File: src/rtl/core/assert_macros.svh
// assertion macros shared by the touch burst filter rtl
// no dependencies; the assertion forms drop out when SYNTHESIS is defined
`ifndef ASSERT_MACROS_SVH
`define ASSERT_MACROS_SVH
`ifndef SYNTHESIS
`define TBMF_ASSERT(name, clk, rst_n, cond) \
	name: assert property (@(posedge clk) disable iff (!rst_n) (cond)) \
		else $error("tbmf assertion failed");
`define TBMF_ASSERT_IMPL(name, clk, rst_n, ante, cons) \
	name: assert property (@(posedge clk) disable iff (!rst_n) (ante) |-> (cons)) \
		else $error("tbmf implication failed");
`define TBMF_ASSERT_NEXT(name, clk, rst_n, ante, cons) \
	name: assert property (@(posedge clk) disable iff (!rst_n) (ante) |=> (cons)) \
		else $error("tbmf next-cycle check failed");
`else
`define TBMF_ASSERT(name, clk, rst_n, cond)
`define TBMF_ASSERT_IMPL(name, clk, rst_n, ante, cons)
`define TBMF_ASSERT_NEXT(name, clk, rst_n, ante, cons)
`endif
`endif

File: src/rtl/core/tbmf_pkg.sv
// types, constants and helpers of the touch burst filter
// used by every module in rtl/core; no dependencies
`timescale 1ns / 1ps

package tbmf_pkg;

	localparam int SAMPLE_W        = 12;
	localparam int POS_W           = 12;
	localparam int THR_W           = 12;
	localparam int CFG_IDX_W       = 2;
	localparam int CFG_DATA_W      = 12;
	localparam int DEF_SAMPLE_BITS = 12;
	localparam int BURST_LEN       = 9;
	localparam int GROUP_LEN       = 3;
	localparam int GROUPS          = 3;
	localparam int COUNT_W         = 4;
	localparam int GRP_IDX_W       = 2;

	localparam logic [CFG_IDX_W-1:0] CFG_RUN_THR    = CFG_IDX_W'(0);
	localparam logic [CFG_IDX_W-1:0] CFG_CALIB_THR  = CFG_IDX_W'(1);
	localparam logic [CFG_IDX_W-1:0] CFG_CALIBRATED = CFG_IDX_W'(2);

	localparam logic [THR_W-1:0] RUN_THR_RESET   = THR_W'(2);
	localparam logic [THR_W-1:0] CALIB_THR_RESET = THR_W'(2);

	typedef enum logic [1:0] {
		OUTCOME_OK     = 2'd0,
		OUTCOME_LIFTED = 2'd1,
		OUTCOME_X_BAD  = 2'd2,
		OUTCOME_Y_BAD  = 2'd3
	} outcome_t;

	typedef struct packed {
		logic [SAMPLE_W-1:0] x_sample;
		logic [SAMPLE_W-1:0] y_sample;
		logic                pen_lifted;
	} sample_word_t;

	typedef struct packed {
		outcome_t         outcome;
		logic [POS_W-1:0] x_position;
		logic [POS_W-1:0] y_position;
	} result_word_t;

	typedef struct packed {
		logic valid;
		logic aborted;
	} stage_ctl_t;

	// samples only carry SAMPLE_W bits on the port
	function automatic int eff_bits(input int sample_bits);
		return (sample_bits < SAMPLE_W) ? sample_bits : SAMPLE_W;
	endfunction

endpackage

File: src/rtl/core/tbmf_accum.sv
// burst accumulator: sample count, group sums and the s1 hand-off register
// depends on tbmf_pkg
`timescale 1ns / 1ps

module tbmf_accum #(
	parameter int SAMPLE_BITS = tbmf_pkg::DEF_SAMPLE_BITS,
	localparam int SW    = tbmf_pkg::eff_bits(SAMPLE_BITS),
	localparam int SUM_W = SW + 2
) (
	input  logic                                    clk,
	input  logic                                    arst_n,
	input  logic                                    in_valid,
	output logic                                    in_ready,
	input  tbmf_pkg::sample_word_t                  in_word,
	input  logic                                    s2_ready,
	output tbmf_pkg::stage_ctl_t                    ctl_s1,
	output logic [tbmf_pkg::GROUPS-1:0][SUM_W-1:0]  x_sums_s1,
	output logic [tbmf_pkg::GROUPS-1:0][SUM_W-1:0]  y_sums_s1
);

	logic [tbmf_pkg::COUNT_W-1:0]           count_q;
	logic [tbmf_pkg::GROUPS-1:0][SUM_W-1:0] x_sum_q, y_sum_q;
	logic [tbmf_pkg::GROUPS-1:0][SUM_W-1:0] x_next, y_next;
	logic [tbmf_pkg::GRP_IDX_W-1:0]         grp;
	logic [SW-1:0]                          xs, ys;
	logic                                   last, accept, emit;

	always_comb begin
		xs = in_word.x_sample[SW-1:0];
		ys = in_word.y_sample[SW-1:0];
		if (count_q < tbmf_pkg::COUNT_W'(tbmf_pkg::GROUP_LEN)) begin
			grp = tbmf_pkg::GRP_IDX_W'(0);
		end else if (count_q < tbmf_pkg::COUNT_W'(2 * tbmf_pkg::GROUP_LEN)) begin
			grp = tbmf_pkg::GRP_IDX_W'(1);
		end else begin
			grp = tbmf_pkg::GRP_IDX_W'(2);
		end
		x_next      = x_sum_q;
		y_next      = y_sum_q;
		x_next[grp] = x_sum_q[grp] + SUM_W'(xs);
		y_next[grp] = y_sum_q[grp] + SUM_W'(ys);
		last        = (count_q == tbmf_pkg::COUNT_W'(tbmf_pkg::BURST_LEN - 1));
	end

	assign in_ready = !ctl_s1.valid || s2_ready;
	assign accept   = in_valid && in_ready;
	// ninth sample or an early lift closes the burst
	assign emit     = accept && (last || in_word.pen_lifted);

	always_ff @(posedge clk or negedge arst_n) begin
		if (!arst_n) begin
			count_q <= '0;
			x_sum_q <= '0;
			y_sum_q <= '0;
			ctl_s1  <= '0;
		end else begin
			if (emit) begin
				count_q <= '0;
				x_sum_q <= '0;
				y_sum_q <= '0;
			end else if (accept) begin
				count_q <= count_q + tbmf_pkg::COUNT_W'(1);
				x_sum_q <= x_next;
				y_sum_q <= y_next;
			end
			if (emit) begin
				ctl_s1.valid   <= 1'b1;
				ctl_s1.aborted <= !last;
			end else if (s2_ready) begin
				ctl_s1 <= '0;
			end
		end
	end

	always_ff @(posedge clk) begin
		if (emit) begin
			x_sums_s1 <= x_next;
			y_sums_s1 <= y_next;
		end
	end

endmodule

File: src/rtl/core/tbmf_avg.sv
// group averages: each group sum divided by three through a reciprocal multiply
// depends on tbmf_pkg
`timescale 1ns / 1ps

module tbmf_avg #(
	parameter int SAMPLE_BITS = tbmf_pkg::DEF_SAMPLE_BITS,
	localparam int SW    = tbmf_pkg::eff_bits(SAMPLE_BITS),
	localparam int SUM_W = SW + 2
) (
	input  logic                                    clk,
	input  logic                                    arst_n,
	input  tbmf_pkg::stage_ctl_t                    ctl_s1,
	input  logic [tbmf_pkg::GROUPS-1:0][SUM_W-1:0]  x_sums_s1,
	input  logic [tbmf_pkg::GROUPS-1:0][SUM_W-1:0]  y_sums_s1,
	output logic                                    s2_ready,
	input  logic                                    out_free,
	output tbmf_pkg::stage_ctl_t                    ctl_s2,
	output logic [tbmf_pkg::GROUPS-1:0][SW-1:0]     x_avg_s2,
	output logic [tbmf_pkg::GROUPS-1:0][SW-1:0]     y_avg_s2
);

	// m = ceil(2^sh / 3) keeps the error below one sixth for any sum of SUM_W bits
	localparam int DIV_SH = SUM_W + 2;
	localparam int DIV_M  = ((1 << DIV_SH) + 2) / 3;
	localparam int PROD_W = SUM_W + DIV_SH + 1;

	logic [tbmf_pkg::GROUPS-1:0][PROD_W-1:0] x_prod, y_prod;
	logic [tbmf_pkg::GROUPS-1:0][SW-1:0]     x_avg, y_avg;

	always_comb begin
		for (int g = 0; g < tbmf_pkg::GROUPS; g++) begin
			x_prod[g] = PROD_W'(x_sums_s1[g]) * PROD_W'(DIV_M);
			y_prod[g] = PROD_W'(y_sums_s1[g]) * PROD_W'(DIV_M);
			x_avg[g]  = x_prod[g][DIV_SH +: SW];
			y_avg[g]  = y_prod[g][DIV_SH +: SW];
		end
	end

	assign s2_ready = !ctl_s2.valid || out_free;

	always_ff @(posedge clk or negedge arst_n) begin
		if (!arst_n) begin
			ctl_s2 <= '0;
		end else if (s2_ready) begin
			ctl_s2 <= ctl_s1;
		end
	end

	always_ff @(posedge clk) begin
		if (s2_ready && ctl_s1.valid) begin
			x_avg_s2 <= x_avg;
			y_avg_s2 <= y_avg;
		end
	end

endmodule

File: src/rtl/core/tbmf_axis_judge.sv
// one axis: pairwise spreads, stability check and pick of the closest pair
// depends on tbmf_pkg
`timescale 1ns / 1ps

module tbmf_axis_judge #(
	parameter int SAMPLE_BITS = tbmf_pkg::DEF_SAMPLE_BITS,
	localparam int SW = tbmf_pkg::eff_bits(SAMPLE_BITS)
) (
	input  logic [tbmf_pkg::GROUPS-1:0][SW-1:0] avg,
	input  logic [tbmf_pkg::THR_W-1:0]          thr,
	output logic                                ok,
	output logic [SW-1:0]                       pos
);

	logic [SW-1:0] a0, a1, a2;
	logic [SW-1:0] d01, d12, d20;
	logic [SW:0]   pair_sum;

	always_comb begin
		a0  = avg[0];
		a1  = avg[1];
		a2  = avg[2];
		d01 = (a0 > a1) ? a0 - a1 : a1 - a0;
		d12 = (a1 > a2) ? a1 - a2 : a2 - a1;
		d20 = (a2 > a0) ? a2 - a0 : a0 - a2;
		ok  = !((tbmf_pkg::THR_W'(d01) > thr) && (tbmf_pkg::THR_W'(d12) > thr)
			&& (tbmf_pkg::THR_W'(d20) > thr));
		// strict compares: on a tie, pair 1-2 wins over the others and pair 0-1 wins over pair 2-0
		if (d01 < d12) begin
			if (d20 < d01) begin
				pair_sum = (SW+1)'(a0) + (SW+1)'(a2);
			end else begin
				pair_sum = (SW+1)'(a0) + (SW+1)'(a1);
			end
		end else begin
			if (d20 < d12) begin
				pair_sum = (SW+1)'(a0) + (SW+1)'(a2);
			end else begin
				pair_sum = (SW+1)'(a1) + (SW+1)'(a2);
			end
		end
		pos = pair_sum[SW:1];
	end

endmodule

File: src/rtl/core/touch_burst_median_filter_core.sv
// top level of the touch burst filter: config registers, pipeline and result register
// depends on tbmf_pkg, tbmf_accum, tbmf_avg, tbmf_axis_judge, assert_macros.svh
`timescale 1ns / 1ps
//
//  port group   handshake                 payload
//  in           in_valid / in_ready       in_word  (tbmf_pkg::sample_word_t)
//  out          out_valid / out_ready     out_word (tbmf_pkg::result_word_t)
//  cfg          cfg_wr_en                 cfg_index, cfg_wdata
//
//  one word accepted per cycle while in_ready is high; the word that closes a burst moves
//  through the group sums, the averages and the judge into the result register
//  every stage holds its own valid bit, so a stalled output still lets earlier stages fill
//  in_ready drops only when the sum stage holds a result that cannot move on
//  reset clears the burst, the pipeline valids and the config registers to their defaults

`include "assert_macros.svh"

module touch_burst_median_filter_core #(
	parameter int SAMPLE_BITS = tbmf_pkg::DEF_SAMPLE_BITS
) (
	input  logic                             clk,
	input  logic                             arst_n,
	input  logic                             in_valid,
	output logic                             in_ready,
	input  tbmf_pkg::sample_word_t           in_word,
	output logic                             out_valid,
	input  logic                             out_ready,
	output tbmf_pkg::result_word_t           out_word,
	input  logic                             cfg_wr_en,
	input  logic [tbmf_pkg::CFG_IDX_W-1:0]   cfg_index,
	input  logic [tbmf_pkg::CFG_DATA_W-1:0]  cfg_wdata
);

	localparam int SW    = tbmf_pkg::eff_bits(SAMPLE_BITS);
	localparam int SUM_W = SW + 2;

	logic [tbmf_pkg::THR_W-1:0] run_thr_q, calib_thr_q, thr;
	logic                       calibrated_q;

	tbmf_pkg::stage_ctl_t                   ctl_s1, ctl_s2;
	logic [tbmf_pkg::GROUPS-1:0][SUM_W-1:0] x_sums_s1, y_sums_s1;
	logic [tbmf_pkg::GROUPS-1:0][SW-1:0]    x_avg_s2, y_avg_s2;
	logic                                   s2_ready, out_free;
	logic                                   x_ok, y_ok;
	logic [SW-1:0]                          x_pos, y_pos;
	logic                                   out_valid_q;
	tbmf_pkg::result_word_t                 out_word_q, result;

	always_ff @(posedge clk or negedge arst_n) begin
		if (!arst_n) begin
			run_thr_q    <= tbmf_pkg::RUN_THR_RESET;
			calib_thr_q  <= tbmf_pkg::CALIB_THR_RESET;
			calibrated_q <= 1'b0;
		end else if (cfg_wr_en) begin
			unique case (cfg_index)
				tbmf_pkg::CFG_RUN_THR:    run_thr_q    <= cfg_wdata[tbmf_pkg::THR_W-1:0];
				tbmf_pkg::CFG_CALIB_THR:  calib_thr_q  <= cfg_wdata[tbmf_pkg::THR_W-1:0];
				tbmf_pkg::CFG_CALIBRATED: calibrated_q <= cfg_wdata[0];
				default: ;
			endcase
		end
	end

	assign thr = calibrated_q ? run_thr_q : calib_thr_q;

	tbmf_accum #(.SAMPLE_BITS(SAMPLE_BITS)) u_accum (
		.clk       (clk),
		.arst_n    (arst_n),
		.in_valid  (in_valid),
		.in_ready  (in_ready),
		.in_word   (in_word),
		.s2_ready  (s2_ready),
		.ctl_s1    (ctl_s1),
		.x_sums_s1 (x_sums_s1),
		.y_sums_s1 (y_sums_s1)
	);

	tbmf_avg #(.SAMPLE_BITS(SAMPLE_BITS)) u_avg (
		.clk       (clk),
		.arst_n    (arst_n),
		.ctl_s1    (ctl_s1),
		.x_sums_s1 (x_sums_s1),
		.y_sums_s1 (y_sums_s1),
		.s2_ready  (s2_ready),
		.out_free  (out_free),
		.ctl_s2    (ctl_s2),
		.x_avg_s2  (x_avg_s2),
		.y_avg_s2  (y_avg_s2)
	);

	tbmf_axis_judge #(.SAMPLE_BITS(SAMPLE_BITS)) u_judge_x (
		.avg (x_avg_s2),
		.thr (thr),
		.ok  (x_ok),
		.pos (x_pos)
	);

	tbmf_axis_judge #(.SAMPLE_BITS(SAMPLE_BITS)) u_judge_y (
		.avg (y_avg_s2),
		.thr (thr),
		.ok  (y_ok),
		.pos (y_pos)
	);

	// x is judged first; a rejected axis zeroes both positions
	always_comb begin
		result = '0;
		priority if (ctl_s2.aborted) begin
			result.outcome = tbmf_pkg::OUTCOME_LIFTED;
		end else if (!x_ok) begin
			result.outcome = tbmf_pkg::OUTCOME_X_BAD;
		end else if (!y_ok) begin
			result.outcome = tbmf_pkg::OUTCOME_Y_BAD;
		end else begin
			result.outcome    = tbmf_pkg::OUTCOME_OK;
			result.x_position = tbmf_pkg::POS_W'(x_pos);
			result.y_position = tbmf_pkg::POS_W'(y_pos);
		end
	end

	assign out_free = !out_valid_q || out_ready;

	always_ff @(posedge clk or negedge arst_n) begin
		if (!arst_n) begin
			out_valid_q <= 1'b0;
		end else if (out_free) begin
			out_valid_q <= ctl_s2.valid;
		end
	end

	always_ff @(posedge clk) begin
		if (out_free && ctl_s2.valid) begin
			out_word_q <= result;
		end
	end

	assign out_valid = out_valid_q;
	assign out_word  = out_word_q;

	`TBMF_ASSERT_NEXT(a_lift_closes_burst, clk, arst_n, in_valid && in_ready && in_word.pen_lifted, ctl_s1.valid)
	`TBMF_ASSERT_IMPL(a_reject_zero_pos, clk, arst_n, out_valid && (out_word.outcome != tbmf_pkg::OUTCOME_OK), (out_word.x_position == '0) && (out_word.y_position == '0))
	`TBMF_ASSERT_IMPL(a_stall_only_when_full, clk, arst_n, !in_ready, ctl_s1.valid && ctl_s2.valid && out_valid_q && !out_ready)
	`TBMF_ASSERT_IMPL(a_abort_is_valid, clk, arst_n, ctl_s2.aborted, ctl_s2.valid)

endmodule
File: config.mk
export PLATFORM = sky130hd
export DESIGN_NAME = touch_burst_median_filter_core
export DESIGN_NICKNAME = d
export VERILOG_FILES = /design/src/rtl/core/tbmf_pkg.sv /design/src/rtl/core/tbmf_accum.sv /design/src/rtl/core/tbmf_avg.sv /design/src/rtl/core/tbmf_axis_judge.sv /design/src/rtl/core/touch_burst_median_filter_core.sv
export VERILOG_INCLUDE_DIRS = /design/src /design/src/rtl/core
export SDC_FILE = /design/constraint.sdc
export NUM_CORES = 2
export LEC_CHECK = 0
export ABC_AREA = 1
export BUFFER_PORTS_ARGS = -buffer_cell sky130_fd_sc_hd__buf_4
export CORE_AREA = 8 8 452 321
export CTS_CLUSTER_SIZE = 28
export DETAILED_ROUTE_END_ITERATION = 6
export DIE_AREA = 0 0 460 329
export PLACE_DENSITY = 0.54
export SLEW_MARGIN = 0
export SYNTH_ARGS = -nofsm -noshare
export SYNTH_HDL_FRONTEND = slang
export SYNTH_SLANG_ARGS = --single-unit
File: constraint.sdc
create_clock -name clk -period 7.1 [get_ports clk]
set_input_delay 1.42 -clock clk [delete_from_list [all_inputs] [get_ports clk]]
set_output_delay 1.42 -clock clk [all_outputs]
set_load 0.05 [all_outputs]
==> results.py <==
metrics = {
    "setup_path": {
        "slowest_stage": "xor2_1",
        "critPathLaunchType": "flop",
        "cp.arrival_ps": 5810,
        "worstPathCellList": "ha_1, inv_1, fa_1, fa_1, inv_1, fa_1, inv_1, fa_1, inv_1, ha_1, ha_1, nand2_1, nor4_1, nand2_1, nand2_1, xor2_1",
        "worst_setup_path_end_kind": "flop",
        "slowest_delay_ps": 600,
        "crit_fanout": 5,
        "worst_ep_required_time_ps": 7390,
        "critPathKind": "reg2reg",
    },
    "sta": {
        "drv_slew": 0,
        "tightest_slew_ps": 1140,
        "fmax_mhz": 181,
        "timing.final.ws_setup_ps": 1580,
        "finalSetupViolations": 0,
        "rsz0062_at_grt": "false",
        "finClkSkew_ps": 44.2,
        "finalHoldViolations": 0,
        "slew-limit-headroom_pct": 23.7,
        "fin_crit_ps": 5520,
        "tns_ps": 0,
        "finalCritPeriodShare_pct": 77.7,
    },
    "drt": {
        "wl_per_cell_um": 19.1,
        "drc": 0,
        "dr.pass1.iters": 7,
        "drt_iter0_markers": 4338,
        "wl_um": 166000,
        "antenna_left": 0,
        "vias_per_cell": 5.08,
        "vias": 44200,
    },
    "clocking": {
        "cts_made_buffers": 37,
        "cts_tree": "done",
        "clockBufferDepth": 3,
        "cts_resized": 0,
        "cts_setup_buffers": 0,
        "root_buffer": "clkbuf_16",
        "cts_sinks": 300,
        "clkSlewWorstSetupHoldPaths_ps": 60,
        "hold_buffers": 0,
        "htreeDepth": 2,
        "insertion_delay_ps": 610,
    },
    "grt": {
        "antenna_found_initial": 4,
        "grt_pass1_wl_um": 255000,
        "grt_max_degree": 63,
        "grt_pass1_vias": 42300,
        "grt_remaining_overflow": 0,
        "grt_usage_pct": 21.4,
    },
    "job": {
        "cap_violations": 0,
    },
    "placed_design": {
        "portBuffers": 71,
        "gp_congestion": 1.04,
        "place_ws_ps": 1520,
        "place_inst": 8634,
        "hpwlAfterDp_um": 142000,
    },
    "logic_synthesis": {
        "synth-seq-cells": 300,
        "synth_fp_nets": 8106,
        "synthFlopType": "edfxtp_1",
        "synthXorXnorAreaFrac_pct": 3.47,
        "synthTopCellsByCount": "nand2_1 (1479), inv_1 (1436), ha_1 (908)",
        "yosysWarningCount": 0,
        "yosys.area.top_type": "ha_1",
        "syn_area_per_cell_sq_um": 7.45,
        "async_flop_share_pct": 39.3,
        "synth_seq_area_share_pct": 16.6,
        "synth.distinct_cells": 53,
        "synth_edf_count": 182,
        "synth.most_common_cell": "nand2_1",
        "synth_area_sq_um": 50700,
        "synth_top_area_share_pct": 22.4,
        "synth_cells": 6798,
        "synth-compound-area-share_pct": 10.7,
        "synth_top_family_by_area": "adder cells",
        "synth-simple-area-share_pct": 20.3,
        "ys_top_cells_by_area": "ha_1 (22%), fa_1 (14%), nand2_1 (11%)",
        "yosys-mux-area-fraction_pct": 0.240,
        "synthAdderAreaFrac_pct": 36.5,
    },
    "final_layout": {
        "nets": 8109,
        "seq_area_sq_um": 8420,
        "multi_input_area_sq_um": 36100,
        "syn2layout_area_growth_pct": 7.01,
        "drive_above_1_share_pct": 3.56,
        "fill_cells": 14600,
        "final_cells": 8703,
    },
    "floorplan": {
        "die_x_um": 460,
        "die-area_sq_um": 151000,
        "core_area_sq_um": 139000,
        "row_count": 115,
        "start_util_pct": 36.5,
        "ios": 72,
        "die_height_um": 329,
    },
    "outcome": {
        "status": "finished clean",
    },
    "min_path": {
        "hp-class": "reg2reg",
    },
}
[per-stage QoR]
step	instance area, sq um	hold WS, ps	util, %
finish	54200	484	39.1
global route	54200	492	39.1
CTS	54200	482	39.1
detailed placement	53000	465	38.2
global placement	53000	463	38.2
floorplan	50700	433	-
[layout make-up]
class                           instances  area share (%)
Tap cell                             1872            4.32
Multi-Input combinational cell       4911            66.5
Clock inverter                         20           0.443
Inverter                             1470            10.2
Sequential cell                       300            15.5
Antenna cell                            1         0.00461
Clock buffer                           48            1.88
Timing Repair Buffer                   81            1.13
[cell families after synthesis]
logic type                 after synthesis
adders and majority gates             1264
muxes                                   12
DFF                                    300
buffers and inverters                 1587
AOI/OAI and AO/OA                      971
and+or+nand+nor                       2463
xor gates and xnor gates               201
[placed cells by master, fill, tap and decap left out, types with 80 or more instances in the layout]
master,n
o21ai_0,297
nand3_1,417
dfrtp_1,116
edfxtp_1,182
nand2_1,1479
xor2_1,164
fa_1,356
inv_1,1435
ha_1,908
buf_4,80
nor2_1,348
a21oi_1,413
[registers in the layout, indices dropped and copies added, names as in the netlist]
signal,count
u_accum.y_sum_q,42
u_accum.x_sum_q,42
u_accum.ctl_s1,2
calibrated_q,1
u_accum.x_sums_s1,42
u_avg.y_avg_s2,36
out_word,26
u_avg.x_avg_s2,36
calib_thr_q,12
u_avg.ctl_s2,2
u_accum.count_q,4
u_accum.y_sums_s1,42
out_valid,1
run_thr_q,12
[layer usage]
metal  vias up  share of wire (%)  wire (um)  GRT usage [%]
li1      21700                  -          -              -
met4         4                1.1       1770           2.37
met1     20800                 54      89500           35.7
met5         -              0.017         28              0
met3       127                8.8      14600           4.35
met2      1560                 36      60100           28.0
[critical path, delay by kind of cell (launching register included)]
| family | cells | cell delay, ps |
|---|---|---|
| xor+xnor | 1 | 600 |
| fa+ha+maj | 7 | 3060 |
| buf+inv | 4 | 230 |
| flops | 1 | 520 |
| simple gates | 4 | 800 |
[final timing paths]
path | from | to | slack, ps | depth (start not counted)
setup / recovery | u_accum.x_sums_s1[29] | u_avg.x_avg_s2[25] | 1580 | 16
hold / removal | u_accum.x_sum_q[22] | u_accum.x_sum_q[22] | 480 | 2
hold reg to reg | u_accum.x_sum_q[22] | u_accum.x_sum_q[22] | 480 | 2
max in group asynchronous | arst_n | out_valid | 4930 | 2
min in group asynchronous | arst_n | u_accum.y_sum_q[10] | 830 | 1
setup reg to reg | u_accum.x_sums_s1[29] | u_avg.x_avg_s2[25] | 1580 | 16
Power is left out: the tool's default activity adds up to more than one toggle a clock period on the data nets, which glitch-free logic cannot reach.
